### src/rtl/ptc_pkg.sv
// shared types, constants and the cordic angle table of the posture tilt classifier
package ptc_pkg;

	localparam int HISTORY_DEPTH_DEF = 8;
	localparam int RING_LEN          = 8;
	localparam int RING_IDX_W        = 3;
	localparam int CORDIC_STEPS      = 16;
	localparam int STEP_W            = 4;

	typedef logic signed [15:0] accel_t;
	typedef logic signed [16:0] angle_t;
	typedef logic signed [15:0] tilt_t;
	typedef logic        [13:0] drop_t;
	typedef logic        [11:0] offset_t;
	typedef logic        [1:0]  class_t;
	typedef logic        [1:0]  cfg_idx_t;
	typedef logic        [16:0] cfg_data_t;

	localparam angle_t NECK_OFFSET = 17'sd22784;
	localparam int     TILT_LIMIT  = 23040;

	localparam class_t CLASS_GOOD      = 2'd0;
	localparam class_t CLASS_BAD       = 2'd1;
	localparam class_t CLASS_IMPROVING = 2'd2;

	localparam cfg_idx_t CFG_BASELINE = 2'd0;
	localparam cfg_idx_t CFG_DROP     = 2'd1;
	localparam cfg_idx_t CFG_OFFSET   = 2'd2;

	localparam angle_t  BASELINE_RST = 17'sd0;
	localparam drop_t   DROP_RST     = 14'd1280;
	localparam offset_t OFFSET_RST   = 12'd256;

	// status of an iterative unit back to the sequencer
	typedef struct packed {
		logic busy;
		logic done;
	} unit_stat_t;

	// atan(2^-i) in degrees * 65536, rounded to nearest
	function automatic logic [21:0] atan_lut(input logic [STEP_W-1:0] i);
		logic [21:0] v;
		case (i)
			4'd0:    v = 22'd2949120;
			4'd1:    v = 22'd1740967;
			4'd2:    v = 22'd919879;
			4'd3:    v = 22'd466945;
			4'd4:    v = 22'd234379;
			4'd5:    v = 22'd117304;
			4'd6:    v = 22'd58666;
			4'd7:    v = 22'd29335;
			4'd8:    v = 22'd14668;
			4'd9:    v = 22'd7334;
			4'd10:   v = 22'd3667;
			4'd11:   v = 22'd1833;
			4'd12:   v = 22'd917;
			4'd13:   v = 22'd458;
			4'd14:   v = 22'd229;
			default: v = 22'd115;
		endcase
		return v;
	endfunction

endpackage

### src/rtl/ptc_ifs.sv
// valid/ready channels for samples in and posture results out
interface ptc_in_if;
	logic            valid;
	logic            ready;
	logic            restart;
	ptc_pkg::accel_t accel_x;
	ptc_pkg::accel_t accel_y;
	ptc_pkg::accel_t accel_z;

	modport source (output valid, restart, accel_x, accel_y, accel_z, input ready);
	modport sink   (input valid, restart, accel_x, accel_y, accel_z, output ready);
endinterface

interface ptc_out_if;
	logic            valid;
	logic            ready;
	ptc_pkg::angle_t neck_angle;
	logic            bad_flag;
	ptc_pkg::class_t posture_class;

	modport source (output valid, neck_angle, bad_flag, posture_class, input ready);
	modport sink   (input valid, neck_angle, bad_flag, posture_class, output ready);
endinterface

### src/rtl/ptc_isqrt.sv
// digit-by-digit integer square root, one result bit per cycle
module ptc_isqrt (
	input  logic                clk,
	input  logic                arst_n,
	input  logic                start,
	input  logic [31:0]         radicand,
	output logic [15:0]         root,
	output ptc_pkg::unit_stat_t stat
);
	import ptc_pkg::*;

	logic [31:0]       n_q;
	logic [31:0]       r_q;
	logic [STEP_W-1:0] k_q;
	logic              busy_q;
	logic              done_q;
	logic [31:0]       bit_w;
	logic [32:0]       trial;
	logic              take;

	assign bit_w = 32'(1) << {k_q, 1'b0};
	assign trial = {1'b0, r_q} + {1'b0, bit_w};
	assign take  = {1'b0, n_q} >= trial;

	always_ff @(posedge clk or negedge arst_n) begin
		if (!arst_n) begin
			busy_q <= 1'b0;
			done_q <= 1'b0;
			k_q    <= '0;
		end else begin
			done_q <= 1'b0;
			if (start) begin
				busy_q <= 1'b1;
				k_q    <= STEP_W'(CORDIC_STEPS - 1);
			end else if (busy_q) begin
				k_q <= k_q - 1'b1;
				if (k_q == '0) begin
					busy_q <= 1'b0;
					done_q <= 1'b1;
				end
			end
		end
	end

	always_ff @(posedge clk) begin
		if (start) begin
			n_q <= radicand;
			r_q <= '0;
		end else if (busy_q) begin
			if (take) begin
				n_q <= n_q - trial[31:0];
				r_q <= (r_q >> 1) + bit_w;
			end else begin
				r_q <= r_q >> 1;
			end
		end
	end

	assign root      = r_q[15:0];
	assign stat.busy = busy_q;
	assign stat.done = done_q;

	a_no_restart_busy: assert property (@(posedge clk) disable iff (!arst_n)
		(busy_q && k_q != '0) |-> !start)
		else $error("isqrt restarted while busy");

endmodule

### src/rtl/ptc_cordic.sv
// vectoring cordic, one micro-rotation per cycle, angle out in degrees * 256
module ptc_cordic (
	input  logic                clk,
	input  logic                arst_n,
	input  logic                start,
	input  logic [15:0]         mag,
	input  ptc_pkg::accel_t     xin,
	output ptc_pkg::tilt_t      tilt,
	output ptc_pkg::unit_stat_t stat
);
	import ptc_pkg::*;

	logic signed [32:0] cx_q;
	logic signed [32:0] cy_q;
	logic signed [24:0] acc_q;
	logic [STEP_W-1:0]  i_q;
	logic               zero_q;
	logic               busy_q;
	logic               done_q;
	logic signed [32:0] dx;
	logic signed [32:0] dy;
	logic signed [24:0] step_ang;
	logic signed [24:0] rounded;
	logic signed [24:0] clamped;

	assign dx       = cy_q >>> i_q;
	assign dy       = cx_q >>> i_q;
	assign step_ang = signed'(25'(atan_lut(i_q)));

	always_ff @(posedge clk or negedge arst_n) begin
		if (!arst_n) begin
			busy_q <= 1'b0;
			done_q <= 1'b0;
			i_q    <= '0;
		end else begin
			done_q <= 1'b0;
			if (start) begin
				busy_q <= 1'b1;
				i_q    <= '0;
			end else if (busy_q) begin
				i_q <= i_q + 1'b1;
				if (i_q == STEP_W'(CORDIC_STEPS - 1)) begin
					busy_q <= 1'b0;
					done_q <= 1'b1;
				end
			end
		end
	end

	always_ff @(posedge clk) begin
		if (start) begin
			cx_q   <= signed'(33'(mag) << 14);
			cy_q   <= 33'(xin) <<< 14;
			acc_q  <= '0;
			zero_q <= (mag == '0) && (xin == '0);
		end else if (busy_q) begin
			// rotate toward the x axis
			if (!cy_q[32]) begin
				cx_q  <= cx_q + dx;
				cy_q  <= cy_q - dy;
				acc_q <= acc_q + step_ang;
			end else begin
				cx_q  <= cx_q - dx;
				cy_q  <= cy_q + dy;
				acc_q <= acc_q - step_ang;
			end
		end
	end

	assign rounded = (acc_q + 25'sd128) >>> 8;

	always_comb begin
		if (rounded > 25'(TILT_LIMIT))
			clamped = 25'(TILT_LIMIT);
		else if (rounded < -25'(TILT_LIMIT))
			clamped = -25'(TILT_LIMIT);
		else
			clamped = rounded;
	end

	assign tilt      = zero_q ? '0 : 16'(clamped);
	assign stat.busy = busy_q;
	assign stat.done = done_q;

endmodule

### src/rtl/posture_tilt_classifier.sv
// posture tilt classifier: sequencer, squares, angle ring and classification
// a new sample is accepted only in the idle state, once the previous result has gone into the output register
// each sample passes the two squares, the 16-step square root, the 16-step cordic, the ring write and the ring sum
// a restart item goes from idle straight to the done state and skips the datapath
// reset clears the ring to zero, the run counter and flag, and loads default registers
module posture_tilt_classifier #(
	parameter int HistoryDepth = ptc_pkg::HISTORY_DEPTH_DEF
) (
	input  logic                clk,
	input  logic                arst_n,
	ptc_in_if.sink              sample,
	ptc_out_if.source           result,
	input  logic                cfg_we,
	input  ptc_pkg::cfg_idx_t   cfg_idx,
	input  ptc_pkg::cfg_data_t  cfg_data
);
	import ptc_pkg::*;

	localparam int CntW = $clog2(HistoryDepth + 1);

	typedef enum logic [7:0] {
		ST_IDLE   = 8'b0000_0001,
		ST_SQY    = 8'b0000_0010,
		ST_SQZ    = 8'b0000_0100,
		ST_ROOT   = 8'b0000_1000,
		ST_CORDIC = 8'b0001_0000,
		ST_WRITE  = 8'b0010_0000,
		ST_SUM    = 8'b0100_0000,
		ST_DONE   = 8'b1000_0000
	} state_t;

	state_t state_q;
	state_t state_d;

	angle_t  baseline_q;
	drop_t   drop_q;
	offset_t offset_q;

	accel_t x_q;
	accel_t y_q;
	accel_t z_q;
	logic   restart_q;

	logic signed [31:0] sq_prod;
	accel_t             sq_op;
	logic [31:0]        sumsq_q;
	logic               root_go_q;
	logic               cordic_go_q;
	logic [15:0]        root;
	tilt_t              tilt;
	unit_stat_t         root_stat;
	unit_stat_t         cordic_stat;

	angle_t                 angle_q;
	angle_t                 ring_q [RING_LEN];
	logic [RING_IDX_W-1:0]  ptr_q;
	logic [RING_IDX_W-1:0]  sidx_q;
	logic signed [19:0]     sum_q;

	logic [CntW-1:0] cnt_q;
	logic [CntW-1:0] cnt_d;
	logic            hf_q;
	logic            hf_d;
	class_t          cls_d;

	logic        out_valid_q;
	angle_t      out_angle_q;
	logic        out_bad_q;
	class_t      out_cls_q;

	logic               accept;
	logic               fire;
	logic signed [18:0] bad_thr;
	logic               is_low;
	logic signed [21:0] lhs8;
	logic signed [21:0] rhs8;

	assign accept = sample.valid && sample.ready;
	assign fire   = (state_q == ST_DONE) && (!out_valid_q || result.ready);

	// configuration registers
	always_ff @(posedge clk or negedge arst_n) begin
		if (!arst_n) begin
			baseline_q <= BASELINE_RST;
			drop_q     <= DROP_RST;
			offset_q   <= OFFSET_RST;
		end else if (cfg_we) begin
			unique case (cfg_idx)
				CFG_BASELINE: baseline_q <= signed'(cfg_data);
				CFG_DROP:     drop_q     <= cfg_data[13:0];
				CFG_OFFSET:   offset_q   <= cfg_data[11:0];
				default:      ;
			endcase
		end
	end

	// one multiplier shared by both squares
	assign sq_op   = (state_q == ST_SQY) ? y_q : z_q;
	assign sq_prod = sq_op * sq_op;

	ptc_isqrt u_isqrt (
		.clk      (clk),
		.arst_n   (arst_n),
		.start    (root_go_q),
		.radicand (sumsq_q),
		.root     (root),
		.stat     (root_stat)
	);

	ptc_cordic u_cordic (
		.clk    (clk),
		.arst_n (arst_n),
		.start  (cordic_go_q),
		.mag    (root),
		.xin    (x_q),
		.tilt   (tilt),
		.stat   (cordic_stat)
	);

	always_comb begin
		state_d = state_q;
		unique case (state_q)
			ST_IDLE:   if (accept) state_d = sample.restart ? ST_DONE : ST_SQY;
			ST_SQY:    state_d = ST_SQZ;
			ST_SQZ:    state_d = ST_ROOT;
			ST_ROOT:   if (root_stat.done) state_d = ST_CORDIC;
			ST_CORDIC: if (cordic_stat.done) state_d = ST_WRITE;
			ST_WRITE:  state_d = ST_SUM;
			ST_SUM:    if (sidx_q == RING_IDX_W'(RING_LEN - 1)) state_d = ST_DONE;
			ST_DONE:   if (fire) state_d = ST_IDLE;
			default:   state_d = ST_IDLE;
		endcase
	end

	// classification of the new angle against baseline and ring average
	assign bad_thr = 19'(baseline_q) - signed'(19'(drop_q));
	assign is_low  = 19'(angle_q) < bad_thr;
	assign lhs8    = 22'(angle_q) <<< 3;
	assign rhs8    = 22'(sum_q) + signed'(22'({offset_q, 3'b000}));

	always_comb begin
		cnt_d = cnt_q;
		hf_d  = hf_q;
		cls_d = CLASS_GOOD;
		if (!hf_q) begin
			if (is_low) begin
				if (cnt_q < CntW'(HistoryDepth))
					cnt_d = cnt_q + 1'b1;
			end else begin
				cnt_d = '0;
			end
			if (cnt_d >= CntW'(HistoryDepth)) begin
				hf_d  = 1'b1;
				cls_d = CLASS_BAD;
			end
		end else if (angle_q > baseline_q) begin
			hf_d  = 1'b0;
			cnt_d = '0;
		end else if (lhs8 > rhs8) begin
			cls_d = CLASS_IMPROVING;
		end else begin
			cls_d = CLASS_BAD;
		end
	end

	always_ff @(posedge clk or negedge arst_n) begin
		if (!arst_n) begin
			state_q     <= ST_IDLE;
			root_go_q   <= 1'b0;
			cordic_go_q <= 1'b0;
			ptr_q       <= '0;
			sidx_q      <= '0;
			cnt_q       <= '0;
			hf_q        <= 1'b0;
			out_valid_q <= 1'b0;
			for (int i = 0; i < RING_LEN; i++)
				ring_q[i] <= '0;
		end else begin
			state_q     <= state_d;
			root_go_q   <= (state_q == ST_SQZ);
			cordic_go_q <= (state_q == ST_ROOT) && root_stat.done;
			if (accept && sample.restart) begin
				for (int i = 0; i < RING_LEN; i++)
					ring_q[i] <= baseline_q;
				ptr_q <= '0;
				cnt_q <= '0;
				hf_q  <= 1'b0;
			end
			if (state_q == ST_WRITE) begin
				ring_q[ptr_q] <= angle_q;
				ptr_q         <= ptr_q + 1'b1;
				sidx_q        <= '0;
			end
			if (state_q == ST_SUM)
				sidx_q <= sidx_q + 1'b1;
			if (fire && !restart_q) begin
				cnt_q <= cnt_d;
				hf_q  <= hf_d;
			end
			if (fire)
				out_valid_q <= 1'b1;
			else if (result.ready)
				out_valid_q <= 1'b0;
		end
	end

	// sample, datapath and result registers
	always_ff @(posedge clk) begin
		if (accept) begin
			restart_q <= sample.restart;
			x_q       <= sample.accel_x;
			y_q       <= sample.accel_y;
			z_q       <= sample.accel_z;
		end
		if (state_q == ST_SQY)
			sumsq_q <= 32'(unsigned'(sq_prod));
		if (state_q == ST_SQZ)
			sumsq_q <= sumsq_q + 32'(unsigned'(sq_prod));
		if (state_q == ST_CORDIC && cordic_stat.done)
			angle_q <= 17'(tilt) + NECK_OFFSET;
		if (state_q == ST_WRITE)
			sum_q <= '0;
		if (state_q == ST_SUM)
			sum_q <= sum_q + 20'(ring_q[sidx_q]);
		if (fire) begin
			if (restart_q) begin
				out_angle_q <= baseline_q;
				out_bad_q   <= 1'b0;
				out_cls_q   <= CLASS_GOOD;
			end else begin
				out_angle_q <= angle_q;
				out_bad_q   <= hf_d;
				out_cls_q   <= cls_d;
			end
		end
	end

	assign sample.ready         = (state_q == ST_IDLE);
	assign result.valid         = out_valid_q;
	assign result.neck_angle    = out_angle_q;
	assign result.bad_flag      = out_bad_q;
	assign result.posture_class = out_cls_q;

	a_flag_implies_full_run: assert property (@(posedge clk) disable iff (!arst_n)
		hf_q |-> cnt_q == CntW'(HistoryDepth))
		else $error("bad flag set without a full low run");

	a_run_bounded: assert property (@(posedge clk) disable iff (!arst_n)
		cnt_q <= CntW'(HistoryDepth))
		else $error("run counter beyond history depth");

	a_result_from_done: assert property (@(posedge clk) disable iff (!arst_n)
		$rose(out_valid_q) |-> $past(state_q == ST_DONE))
		else $error("result raised outside the done state");

	a_root_to_cordic: assert property (@(posedge clk) disable iff (!arst_n)
		(state_q == ST_ROOT && root_stat.done) |=> cordic_go_q && state_q == ST_CORDIC)
		else $error("cordic not started after square root");

	a_units_exclusive: assert property (@(posedge clk) disable iff (!arst_n)
		!(root_stat.busy && cordic_stat.busy))
		else $error("square root and cordic busy together");

endmodule

### src/flat_wrapper.sv
// flat-port wrapper written by rule: the top's interface ports become plain ports
module posture_tilt_classifier_flat import ptc_pkg::*;
#(
	parameter int HistoryDepth = ptc_pkg::HISTORY_DEPTH_DEF
)
  (clk, arst_n, cfg_we, cfg_idx, cfg_data, sample_valid, sample_restart, sample_accel_x, sample_accel_y, sample_accel_z, sample_ready, result_valid, result_neck_angle, result_bad_flag, result_posture_class, result_ready);
  ptc_in_if sample_i ();
  ptc_out_if result_i ();
  input  logic clk;
  input  logic arst_n;
  input  logic cfg_we;
  input  ptc_pkg::cfg_idx_t cfg_idx;
  input  ptc_pkg::cfg_data_t cfg_data;
  input wire logic [$bits(sample_i.valid)-1:0] sample_valid;
  input wire logic [$bits(sample_i.restart)-1:0] sample_restart;
  input wire logic [$bits(sample_i.accel_x)-1:0] sample_accel_x;
  input wire logic [$bits(sample_i.accel_y)-1:0] sample_accel_y;
  input wire logic [$bits(sample_i.accel_z)-1:0] sample_accel_z;
  output wire logic [$bits(sample_i.ready)-1:0] sample_ready;
  output wire logic [$bits(result_i.valid)-1:0] result_valid;
  output wire logic [$bits(result_i.neck_angle)-1:0] result_neck_angle;
  output wire logic [$bits(result_i.bad_flag)-1:0] result_bad_flag;
  output wire logic [$bits(result_i.posture_class)-1:0] result_posture_class;
  input wire logic [$bits(result_i.ready)-1:0] result_ready;
  assign sample_i.valid = sample_valid;
  assign sample_i.restart = sample_restart;
  assign sample_i.accel_x = sample_accel_x;
  assign sample_i.accel_y = sample_accel_y;
  assign sample_i.accel_z = sample_accel_z;
  assign sample_ready = sample_i.ready;
  assign result_valid = result_i.valid;
  assign result_neck_angle = result_i.neck_angle;
  assign result_bad_flag = result_i.bad_flag;
  assign result_posture_class = result_i.posture_class;
  assign result_i.ready = result_ready;
  posture_tilt_classifier #(.HistoryDepth(HistoryDepth)) u_core (.clk(clk), .arst_n(arst_n), .sample(sample_i), .result(result_i), .cfg_we(cfg_we), .cfg_idx(cfg_idx), .cfg_data(cfg_data));
endmodule
### config.mk
export PLATFORM = sky130hd
export DESIGN_NAME = posture_tilt_classifier_flat
export DESIGN_NICKNAME = d
export VERILOG_FILES = /design/src/rtl/ptc_pkg.sv /design/src/rtl/ptc_ifs.sv /design/src/rtl/ptc_isqrt.sv /design/src/rtl/ptc_cordic.sv /design/src/rtl/posture_tilt_classifier.sv /design/src/flat_wrapper.sv
export SDC_FILE = /design/constraint.sdc
export NUM_CORES = 2
export LEC_CHECK = 0
export BUFFER_PORTS_ARGS = -buffer_cell sky130_fd_sc_hd__buf_2
export CORE_MARGIN = 2
export CORE_UTILIZATION = 59
export DETAILED_ROUTE_END_ITERATION = 16
export GPL_ROUTABILITY_DRIVEN = 0
export MAX_ROUTING_LAYER = met4
export PLACE_DENSITY = 0.89
export SLEW_MARGIN = 5
export SYNTH_ARGS = -nofsm -noshare
export SYNTH_HDL_FRONTEND = slang
export SYNTH_SLANG_ARGS = --single-unit
### constraint.sdc
create_clock -name clk -period 8.81 [get_ports clk]
set_clock_uncertainty 0.05 [all_clocks]
set_input_delay 0.881 -clock clk [delete_from_list [all_inputs] [get_ports clk]]
set_output_delay 0.881 -clock clk [all_outputs]
set_load 0.02 [all_outputs]
==> qor.csv <==
stage;metric;value;unit
layout;final core occ;66.88;%
setup_path;CP dominant cell by count;fa_1;
grt;largest net degree at the start of global routing;94;
outcome;violated checks;setup timing;
routing;wire length per cell;21.23;um
setup_path;WP depth;38;
floorplanning;die width;290.1;um
logic_synthesis;syn avg cell area;9.081;um2
logic_synthesis;gate count of the mapped netlist;5318;
layout;cell area after layout;54040;um2
power_and_ir_drop;worst-case vdd ir drop;0.0001547;V
clock_network;TritonCTS clock tree;yes;
clock_network;clock root buffer;clkbuf_16;
setup_path;critical setup path kind;reg2reg;
floorplanning;Initial Util;59.76;%
power_and_ir_drop;pwr dens;103.3;nW/um2
place;detailed placer's ending HPWL;94.76;mm
setup_path;CP bufs+invs;10;
clock_network;TritonCTS buffer count;57;
logic_synthesis;post-synth cell types;91;
logic_synthesis;post-synth top area share;12.81;%
place;dpl cells;6457;
job;Max Cap Viol;0;
clock_network;Clock Latency Late Sink;0.69;ns
timing;period utilization;106.1;%
place;Port-buffer cells;94;
setup_path;Worst path max stage delay;0.61;ns
layout;Non-Filler Instances;6613;
timing;worst setup slack after layout;-0.5393;ns
layout;commonest cells after routing, fill and taps aside;nand2_1, inv_1, a21oi_1, nor2_1, ha_1;
logic_synthesis;leading area contributor after synthesis;edfxtp_1;
clock_network;Longest Clk Path Bufs;3;
routing;Final ANT Viol Nets;0;
setup_path;reg2reg path depth;38;
logic_synthesis;Seq/Total Area, Yosys;27.51;%
setup_path;crit path max-delay cell type;fa_1;
routing;vias per cell;6.591;
timing;worst slew pin tran;1.115;ns
logic_synthesis;EDFF count, synth;206;
logic_synthesis;syn nets;6024;
min_path;worst hold path class;in2async;
timing;Final Max Slew Viols;0;
routing;final WL;140.4;mm
setup_path;worst path arrival time;9.68;ns
layout;layout cell share with drive strength beyond 1;15.28;%
grt;initial antenna violation count;2;
clock_network;CTS sink cnt;507;
clock_network;H-Tree Depth;2;
layout;layout net count;6210;
outcome;status;finished, violations left;
timing;Finish-stage setup viols;10;
logic_synthesis;ys flop type;dfrtp_1;
routing;First-pass DRT Iterations;7;
grt;number of global-route vias before repair;42640;
layout;area delta synth->final;11.91;%
clock_network;CTS hold repair buffers;0;
routing;drt drc;0;
grt;first-pass GRT wire length;214.6;mm
routing;initial DRC count;5638;
logic_synthesis;top cells by area, synth;edfxtp_1, dfrtp_1, fa_1, ha_1, a21oi_1;
timing;RSZ-0062 raised after global routing;yes;
floorplanning;Ports;95;
clock_network;Worst-path clk slew;0.07;ns
grt;grt total ovfl;0;
timing;Hold Vio Cnt, Final;0;
setup_path;Critical Path RT;9.14;ns
setup_path;worst r2r src;u_core.state_q[5]$_DFFE_PN0P_;
logic_synthesis;Post-Syn Area;48290;um2
timing;Worst slew margin;25.68;%
setup_path;crit end category;flop;
timing;Highest Clock Rate;0.1070;GHz
timing;post-layout min period;9.349;ns
layout;most common cell after layout, fill and taps aside;nand2_1;
logic_synthesis;yosys warns;0;
timing;hold_ws;0.04186;ns
place;area post-placement;50910;um2
setup_path;crit path launch type;flop;
floorplanning;Die H;290.1;um
setup_path;register-to-register setup slack;-0.54;ns
routing;via count;43590;
floorplanning;die area;84160;um2
setup_path;Critical path origin;u_core.state_q[5]$_DFFE_PN0P_;
setup_path;Max Fanout on Critical Path;9;
floorplanning;total core area;80810;um2
grt;total track usage;31.92;%
power_and_ir_drop;Pleak;22.71;nW
floorplanning;num rows;104;
power_and_ir_drop;Final Power;5.584;mW
logic_synthesis;Yosys reg bits;507;
setup_path;delay-heaviest family, CP;adder cells;
layout;fillers;5459;
setup_path;Reg2Reg Capture Point;u_core.sumsq_q[31]$_DFFE_PP_;
logic_synthesis;ys async rst share;42.01;%
setup_path;Worst Setup EP;u_core.sumsq_q[31]$_DFFE_PP_;
-- stage by stage --
stage	TNS, ns	worst slack, ns
after floorplan	0	0.02882
after global placement	-0.06496	-0.06496
after detailed placement	-1.622	-0.3322
after CTS	0	0.008078
after global routing	-5.891	-0.7203
final	-2.779	-0.5393
-- registers in the layout, indices dropped and copies added (netlist names), 8 cells and up --
register / flops
u_core.result.neck_angle: 17
u_core.u_cordic.cy_q: 33
u_core.u_isqrt.r_q: 32
u_core.u_isqrt.n_q: 32
u_core.offset_q: 12
u_core.ring_q: 136
u_core.state_q: 8
u_core.sum_q: 20
u_core.baseline_q: 17
u_core.x_q: 16
u_core.u_cordic.acc_q: 25
u_core.angle_q: 17
u_core.sumsq_q: 32
u_core.z_q: 16
u_core.y_q: 16
u_core.u_cordic.cx_q: 33
u_core.drop_q: 14
-- cell usage after synthesis, types with 90 or more instances --
library cell / instances
nand2_1: 515
inv_1: 488
a21oi_1: 445
nor2_1: 440
ha_1: 389
o21ai_0: 368
fa_1: 244
dfrtp_1: 209
xnor2_1: 208
edfxtp_1: 206
clkbuf_1: 177
xor2_1: 131
nor3_1: 95
a21o_1: 94
mux2i_1: 92
mux2_2: 90
-- how the worst min path moves through the flow --
| stage | start | cells past startpoint | end |
|---|---|---|---|
| 2_1_floorplan | u_core.cnt_q[2]$_DFFE_PN0P_ | 1 | u_core.cnt_q[2]$_DFFE_PN0P_ |
| 3_3_place_gp | u_core.u_cordic.acc_q[0]$_SDFFE_PP0P_ | 2 | u_core.u_cordic.acc_q[0]$_SDFFE_PP0P_ |
| 3_5_place_dp | u_core.u_cordic.acc_q[0]$_SDFFE_PP0P_ | 2 | u_core.u_cordic.acc_q[0]$_SDFFE_PP0P_ |
| 4_1_cts | arst_n | 1 | u_core.offset_q[0]$_DFFE_PN0P_ |
| 5_1_grt | arst_n | 1 | u_core.drop_q[12]$_DFFE_PN0P_ |
| 6_report | arst_n | 1 | u_core.offset_q[0]$_DFFE_PN0P_ |
-- where the power goes --
group	internal (mW)	total, mW	switching (mW)
sequential	2.48	2.51	0.0281
clock	1.44	2.55	1.11
combinational	0.225	0.525	0.300
-- layout make-up --
class,instances,area [um2],area share [%]
sequential,507,13300,24.60
clock buffer,68,1540,2.850
antenna,2,5.005,0.009261
timing repair buffer,369,2626,4.860
clock inverter,38,441.7,0.8173
timing repair inverter,1,7.507,0.01389
multi-input combinational,4074,32930,60.94
inverter,494,1864,3.450
tap,1060,1326,2.454
-- logic make-up (layout without fill, tap and decap cells) --
family / Yosys count / after routing / share of synthesized area (%)
muxes: 291 / 291 / 9.283
DFF: 507 / 507 / 27.51
other: 0 / 2 / 0
buffers and inverters: 737 / 970 / 5.907
and+or+nand+nor: 1465 / 1465 / 13.95
xor gates and xnor gates: 340 / 340 / 6.195
adders and majority gates: 633 / 633 / 20.19
AOI/OAI and AO/OA: 1345 / 1345 / 16.97
-- per-layer routing --
| metal | global-route usage [%] | part of all wire, % | up-vias |
|---|---|---|---|
| met1 | 37.88 | 36 | 20500 |
| met4 | 16.23 | 7.1 | 0 |
| met2 | 52.49 | 47 | 3018 |
| met5 | - | 0 | - |
| met3 | 5.492 | 10 | 880 |
| li1 | - | - | 19190 |
-- timing repair --
item | 4_1_cts | 5_1_grt
gates cloned | 1 | 0
endpoints found under the hold margin | 0 | 0
pin swaps | 24 | 110
setup endpoints to repair | 11 | 14
resized for setup | 55 | 145
setup buffers | 18 | 33
Note: power is estimated with default switching activity, not from simulation.
